===== config.mk =====
export PLATFORM = sky130hd
export DESIGN_NAME = circular_byte_fifo_unit
export DESIGN_NICKNAME = d
export VERILOG_FILES = /design/src/rtl/core/cbf_pkg.sv /design/src/rtl/core/circular_byte_fifo_unit.sv /design/src/rtl/core/cbf_store.sv
export SDC_FILE = /design/constraint.sdc
export NUM_CORES = 1
export LEC_CHECK = 0
export BUFFER_PORTS_ARGS = -buffer_cell sky130_fd_sc_hd__buf_2
export CORE_MARGIN = 2
export CORE_UTILIZATION = 58
export DETAILED_ROUTE_END_ITERATION = 7
export GPL_ROUTABILITY_DRIVEN = 1
export PLACE_DENSITY = 0.87
export SETUP_SLACK_MARGIN = 0.2
export SYNTH_ARGS = -nofsm -noshare
export SYNTH_HDL_FRONTEND = slang
export SYNTH_SLANG_ARGS = --single-unit

===== constraint.sdc =====
create_clock -name clk -period 5.2 [get_ports clk]
set_clock_uncertainty 0.2 [all_clocks]
set_input_delay 0.52 -clock clk [delete_from_list [all_inputs] [get_ports clk]]
set_output_delay 0.52 -clock clk [all_outputs]
set_load 0.02 [all_outputs]

===== src/rtl/core/cbf_pkg.sv =====
package cbf_pkg;

  localparam int DEPTH   = 64;
  localparam int PTR_W   = $clog2(DEPTH);
  localparam int BYTE_W  = 8;
  localparam int FIELD_W = 6;

  localparam logic [FIELD_W-1:0] MAX_IDX   = FIELD_W'(DEPTH - 1);
  localparam logic [FIELD_W-1:0] WRAP_RST  = 6'd63;

  localparam logic CMD_PUSH = 1'b0;
  localparam logic CMD_POP  = 1'b1;

  typedef struct packed {
    logic              we;
    logic [PTR_W-1:0]  waddr;
    logic [BYTE_W-1:0] wdata;
    logic              re;
    logic [PTR_W-1:0]  raddr;
  } cbf_mem_req_t;

endpackage


===== src/rtl/core/circular_byte_fifo_unit.sv =====
// A push's beat appears on the result ports in the next cycle.
// A pop of n bytes sends one beat per cycle, each in the cycle after its read, and a
// pop of none sends a single beat; the single read port of the byte memory sets this
// rate of one byte a cycle. busy is high while the last n-1 bytes of a burst are read; results cannot stall.
// Reset is synchronous: pointers, count and overflow clear and wrap_point returns to 63.
// The byte memory is not cleared.
module circular_byte_fifo_unit
  import cbf_pkg::*;
(
  input  logic               clk,
  input  logic               rst_n,
  input  logic               start,
  output logic               busy,
  input  logic               in_command,
  input  logic [BYTE_W-1:0]  in_push_byte,
  input  logic [FIELD_W-1:0] in_pop_count,
  input  logic               cfg_we,
  input  logic [FIELD_W-1:0] cfg_wdata,
  output logic               out_strobe,
  output logic [BYTE_W-1:0]  out_read_byte,
  output logic               out_byte_valid,
  output logic               out_push_accepted,
  output logic               out_last,
  output logic [FIELD_W-1:0] out_bytes_queued,
  output logic [FIELD_W-1:0] out_bytes_free,
  output logic               out_overflow
);

  typedef enum logic {
    ST_IDLE,
    ST_POP
  } state_t;

  state_t             state_r, state_nxt;
  logic [FIELD_W-1:0] wrap_r, wrap_nxt;
  logic [PTR_W-1:0]   wp_r, wp_nxt;
  logic [PTR_W-1:0]   rp_r, rp_nxt;
  logic [PTR_W-1:0]   count_r, count_nxt;
  logic [PTR_W-1:0]   rem_r, rem_nxt;
  logic               ovf_r, ovf_nxt;

  logic               strobe_r, strobe_nxt;
  logic               bvalid_r, bvalid_nxt;
  logic               accepted_r, accepted_nxt;
  logic               last_r, last_nxt;
  logic [PTR_W-1:0]   queued_r, queued_nxt;
  logic [PTR_W-1:0]   free_r, free_nxt;

  logic [FIELD_W-1:0] eff_w6;
  logic [PTR_W-1:0]   eff_w;
  logic [PTR_W-1:0]   step_in;
  logic [PTR_W-1:0]   step_out;
  logic [FIELD_W-1:0] cnt6;
  logic [FIELD_W-1:0] n6;
  logic [PTR_W-1:0]   n;
  logic [PTR_W-1:0]   count_dec;
  logic               accept;
  cbf_mem_req_t       mem_req;
  logic [BYTE_W-1:0]  rd_data;

  assign eff_w6    = (wrap_r > MAX_IDX) ? MAX_IDX : wrap_r;
  assign eff_w     = eff_w6[PTR_W-1:0];
  assign accept    = start && (state_r == ST_IDLE);
  assign cnt6      = FIELD_W'(count_r);
  assign n6        = (in_pop_count < cnt6) ? in_pop_count : cnt6;
  assign n         = n6[PTR_W-1:0];
  assign count_dec = count_r - PTR_W'(1);

  // Shared pointer stepper with wrap.
  assign step_in  = (state_r == ST_IDLE && in_command == CMD_PUSH) ? wp_r : rp_r;
  assign step_out = (step_in == eff_w) ? '0 : step_in + PTR_W'(1);

  always_comb begin
    state_nxt    = state_r;
    wrap_nxt     = wrap_r;
    wp_nxt       = wp_r;
    rp_nxt       = rp_r;
    count_nxt    = count_r;
    rem_nxt      = rem_r;
    ovf_nxt      = ovf_r;
    strobe_nxt   = 1'b0;
    bvalid_nxt   = 1'b0;
    accepted_nxt = 1'b0;
    last_nxt     = 1'b1;
    queued_nxt   = count_r;
    free_nxt     = eff_w - count_r;
    mem_req      = '0;
    mem_req.waddr = wp_r;
    mem_req.wdata = in_push_byte;
    mem_req.raddr = rp_r;

    case (state_r)
      ST_IDLE: begin
        if (cfg_we) begin
          wrap_nxt  = cfg_wdata;
          wp_nxt    = '0;
          rp_nxt    = '0;
          count_nxt = '0;
        end else if (accept) begin
          strobe_nxt = 1'b1;
          if (in_command == CMD_PUSH) begin
            if (count_r == eff_w) begin
              ovf_nxt = 1'b1;
            end else begin
              mem_req.we   = 1'b1;
              wp_nxt       = step_out;
              count_nxt    = count_r + PTR_W'(1);
              accepted_nxt = 1'b1;
              queued_nxt   = count_r + PTR_W'(1);
              free_nxt     = eff_w - (count_r + PTR_W'(1));
            end
          end else if (n != '0) begin
            mem_req.re = 1'b1;
            rp_nxt     = step_out;
            count_nxt  = count_dec;
            bvalid_nxt = 1'b1;
            last_nxt   = (n == PTR_W'(1));
            queued_nxt = count_dec;
            free_nxt   = eff_w - count_dec;
            rem_nxt    = n - PTR_W'(1);
            if (n != PTR_W'(1)) begin
              state_nxt = ST_POP;
            end
          end
        end
      end
      ST_POP: begin
        mem_req.re = 1'b1;
        rp_nxt     = step_out;
        count_nxt  = count_dec;
        rem_nxt    = rem_r - PTR_W'(1);
        strobe_nxt = 1'b1;
        bvalid_nxt = 1'b1;
        last_nxt   = (rem_r == PTR_W'(1));
        queued_nxt = count_dec;
        free_nxt   = eff_w - count_dec;
        if (rem_r == PTR_W'(1)) begin
          state_nxt = ST_IDLE;
        end
      end
      default: begin
        state_nxt = ST_IDLE;
      end
    endcase
  end

  always_ff @(posedge clk) begin
    if (!rst_n) begin
      state_r    <= ST_IDLE;
      wrap_r     <= WRAP_RST;
      wp_r       <= '0;
      rp_r       <= '0;
      count_r    <= '0;
      rem_r      <= '0;
      ovf_r      <= 1'b0;
      strobe_r   <= 1'b0;
      bvalid_r   <= 1'b0;
      accepted_r <= 1'b0;
      last_r     <= 1'b0;
      queued_r   <= '0;
      free_r     <= '0;
    end else begin
      state_r    <= state_nxt;
      wrap_r     <= wrap_nxt;
      wp_r       <= wp_nxt;
      rp_r       <= rp_nxt;
      count_r    <= count_nxt;
      rem_r      <= rem_nxt;
      ovf_r      <= ovf_nxt;
      strobe_r   <= strobe_nxt;
      bvalid_r   <= bvalid_nxt;
      accepted_r <= accepted_nxt;
      last_r     <= last_nxt;
      queued_r   <= queued_nxt;
      free_r     <= free_nxt;
    end
  end

  cbf_store u_store (
    .clk     (clk),
    .req     (mem_req),
    .rd_data (rd_data)
  );

  assign busy              = (state_r != ST_IDLE);
  assign out_strobe        = strobe_r;
  assign out_byte_valid    = bvalid_r;
  assign out_read_byte     = bvalid_r ? rd_data : '0;
  assign out_push_accepted = accepted_r;
  assign out_last          = last_r;
  assign out_bytes_queued  = FIELD_W'(queued_r);
  assign out_bytes_free    = FIELD_W'(free_r);
  assign out_overflow      = ovf_r;

endmodule


===== src/rtl/core/cbf_store.sv =====
module cbf_store
  import cbf_pkg::*;
(
  input  logic              clk,
  input  cbf_mem_req_t      req,
  output logic [BYTE_W-1:0] rd_data
);

  logic [BYTE_W-1:0] mem [DEPTH];

  always_ff @(posedge clk) begin
    if (req.we) begin
      mem[req.waddr] <= req.wdata;
    end
    if (req.re) begin
      rd_data <= mem[req.raddr];
    end
  end

endmodule


==> flow_summary.ini <==
[cts]
cts_max_level = 2
numCtsBuffers = 52
clk_latency_ps = 580
cts-root-buf = clkbuf_16
clock-sinks = 568
clk_pin_slew_worst_paths_ps = 60
ctsHoldBuffers = 4
cts_buffer_depth = 3
cts_repair_resize_count = 0
cts_setup_buffers = 0
cts_tree = built

[power_and_ir_drop]
clkPwrFrac_pct = 37.4
p_seq_share_pct = 52.0
power_per_cell_area_mw_per_mm2 = 372
peakVddDrop_mv = 0.324
power.internal_mw = 7.44
switching_share_pct = 23.7
finalPower_mw = 9.76
combPwrFrac_pct = 10.6
switching_power_mw = 2.32
power_leakage_nw = 8.30

[worst_hold_path]
hold_depth = 3
min-delay-start = cfg_wdata[1]
hold_end = wrap_r[1]
hp-class = in2reg

[sta]
timing.slew.headroom_pct = 9.36
tightestPinTransition_ps = 1360
period_needed_ps = 4530
slew_violations = 0
rsz0062_at_grt = no
hold_viol = 0
fin_crit_sh_pct = 87.1
setup_viol = 0
fin_tns_setup_ps = 0
max_freq_ghz = 0.221

[drt]
drt_iter0_markers = 1857
vias = 13500
drt_drc_violations_left = 0
viasPerCell = 6.92
routed_wirelength_um = 60000
avgRoutedWirePerCell_um = 30.8
ant_nets = 0
dr.pass1.iters = 6

[layout]
diodes = 0
fin_nets = 1430
layout-drive-gt1-share_pct = 22.9
nFillCells = 2543
area_growth_pct = 10.1
final_util_pct = 64.5

[global_routing]
grt_pass1_vias = 13400
grt_max_degree = 83
antenna_found_initial = 0
grt-ovfl-total = 0
grt_first_pass_wirelength_um = 88900
grtUsageTotal_pct = 28.7

[synthesis]
synth_edf_count = 520
synth_seq_area_share_pct = 69.6
ys_types = 73
synth_simple_gate_area_share_pct = 4.70
ys.flop_type = edfxtp_1
synth.area.top_cells = edfxtp_1 (66%), mux4_2 (15%), dfxtp_1 (4.0%)
netlist_instances = 1321
synth_area_mm2 = 0.0238
ys_ff_latch = 568
yosys.area_share.xor_xnor_pct = 1.35
synth-compound-area-share_pct = 4.77
yosys.area_share.adder_pct = 1.65
post_synth.cell_area_avg_um2 = 18.0
yosysTopAreaCellShare_pct = 65.5
yosys_warnings = 0
yosysTopAreaCell = edfxtp_1
async_reset_ff_share_pct = 0
synth_nets = 1374
synth_top_family_by_area = multiplexers
synthMuxAreaShare_pct = 15.9

[placement]
io_buffers = 50
gp_congestion = 0.913
dp_hpwl_um = 34500

[critical_path]
reg2reg_to = out_bytes_queued[3]
critical_path_class = reg2reg
crit_fanout = 8
reg2reg_from = cnt6[3]
timing.reg2reg.setup_slack_ps = 670
worstPathRequired_ps = 5470
cp-end-kind = register
ff2ff_path_depth = 12
startpoint_type = register
cp.arrival_ps = 4790

[floorplan]
die-width_um = 207
start_util_pct = 58.6
die_h_um = 207
rows = 74
io_pins = 51
die_area_mm2 = 0.0427
fp.coreArea_mm2 = 0.0406

[status]
status = finished clean

[job]
cap_violations = 0
-- flip-flops by register name (all words and copies together) (netlist names) --
register           count
out_strobe             1
u_store.mem          512
wrap_r                 6
wp_r                   6
rem_r                  6
busy                   1
out_bytes_free         6
u_store.rd_data        8
rp_r                   6
out_bytes_queued       6
cnt6                   6
out_byte_valid         1
out_last               1
out_push_accepted      1
out_overflow           1
-- power by group through the flow --
stage / Combinational, mW / Clock, mW / Sequential, mW
5_1_grt: 1.11 / 3.82 / 5.08
6_report: 1.03 / 3.65 / 5.08
4_1_cts: 1.02 / 3.66 / 5.07
3_5_place_dp: 0.996 / 0 / 5.17
3_3_place_gp: 0.982 / 0 / 5.17
2_1_floorplan: 0.686 / 0 / 5.17
-- critical path: stages, from the launching register on --
cell	delay [ps]
dfxtp_1	460
clkinv_1	330
ha_1	430
nand4_1	200
o21ai_1	550
mux2_2	430
inv_1	60
ha_1	310
a21oi_1	200
o211a_1	190
a21oi_2	450
o211ai_1	260
a211oi_1	340
-- layout make-up --
type	count	area (µm²)	share of cell area, %
Timing Repair Buffer	77	500	1.91
Sequential cell	568	16600	63.2
Clock inverter	29	198	0.754
Multi-Input combinational cell	647	6760	25.8
Tap cell	532	666	2.54
Clock buffer	64	1400	5.33
Inverter	31	116	0.444
-- cells in the mapped netlist (20+ instances only) --
master,count
edfxtp_1,520
mux4_2,160
nor2_1,109
nand2_1,59
dfxtp_1,48
clkbuf_1,34
ha_1,25
inv_1,24
o21ai_0,24
nand3_1,22
a21oi_1,21
a22oi_1,21
xnor2_1,20
-- routing by layer --
metal | routed length [µm] | vias up | GRT usage, %
li1 | - | 5442 | -
met1 | 21900 | 6846 | 38.4
met2 | 29500 | 991 | 47.7
met3 | 6150 | 202 | 5.79
met4 | 2450 | 0 | 9.63
met5 | 0 | - | 0
-- cell families (layout without fill, tap and decap cells) --
| logic type | after synthesis | count (layout) |
|---|---|---|
| flip-flops | 568 | 568 |
| AND/OR/NAND/NOR | 248 | 248 |
| AO/OA/AOI/OAI | 156 | 156 |
| multiplexers | 177 | 177 |
| buffers and inverters | 106 | 201 |
| adder cells (fa/ha/maj) | 30 | 30 |
| XOR/XNOR | 36 | 36 |
-- placed cells by master, fill, tap and decap left out, types with 13 or more instances in the layout --
| master | count |
|---|---|
| edfxtp_1 | 520 |
| mux4_2 | 160 |
| nor2_1 | 109 |
| nand2_1 | 59 |
| clkbuf_16 | 54 |
| buf_2 | 50 |
| dfxtp_1 | 45 |
| ha_1 | 25 |
| inv_1 | 24 |
| o21ai_0 | 24 |
| nand3_1 | 22 |
| a22oi_1 | 21 |
| a21oi_1 | 21 |
| xnor2_1 | 20 |
| buf_4 | 20 |
| clkinv_1 | 19 |
| xor2_1 | 15 |
| mux2i_1 | 13 |
-- worst max path at each step --
stage	start	end	slack, ps	cells past startpoint
4_1_cts	cnt6[3]	out_bytes_queued[3]	730	12
5_1_grt	cnt6[4]	out_bytes_free[3]	380	14
6_report	cnt6[3]	out_bytes_queued[3]	670	12
3_5_place_dp	cnt6[4]	out_bytes_free[3]	820	14
3_3_place_gp	cnt6[4]	out_bytes_free[3]	900	14
2_1_floorplan	cnt6[1]	rem_r[2]	1530	14
-- metrics by stage --
step,hold slack (ps),setup slack [ps],cells,instance area [µm²]
2_1_floorplan,263,1530,1321,23800
3_3_place_gp,252,903,1851,24600
3_5_place_dp,269,818,1851,24600
4_1_cts,37.1,733,1948,26200
5_1_grt,66.2,384,1948,26200
6_report,50.0,672,1948,26200
(Power assumes the default switching activity.)
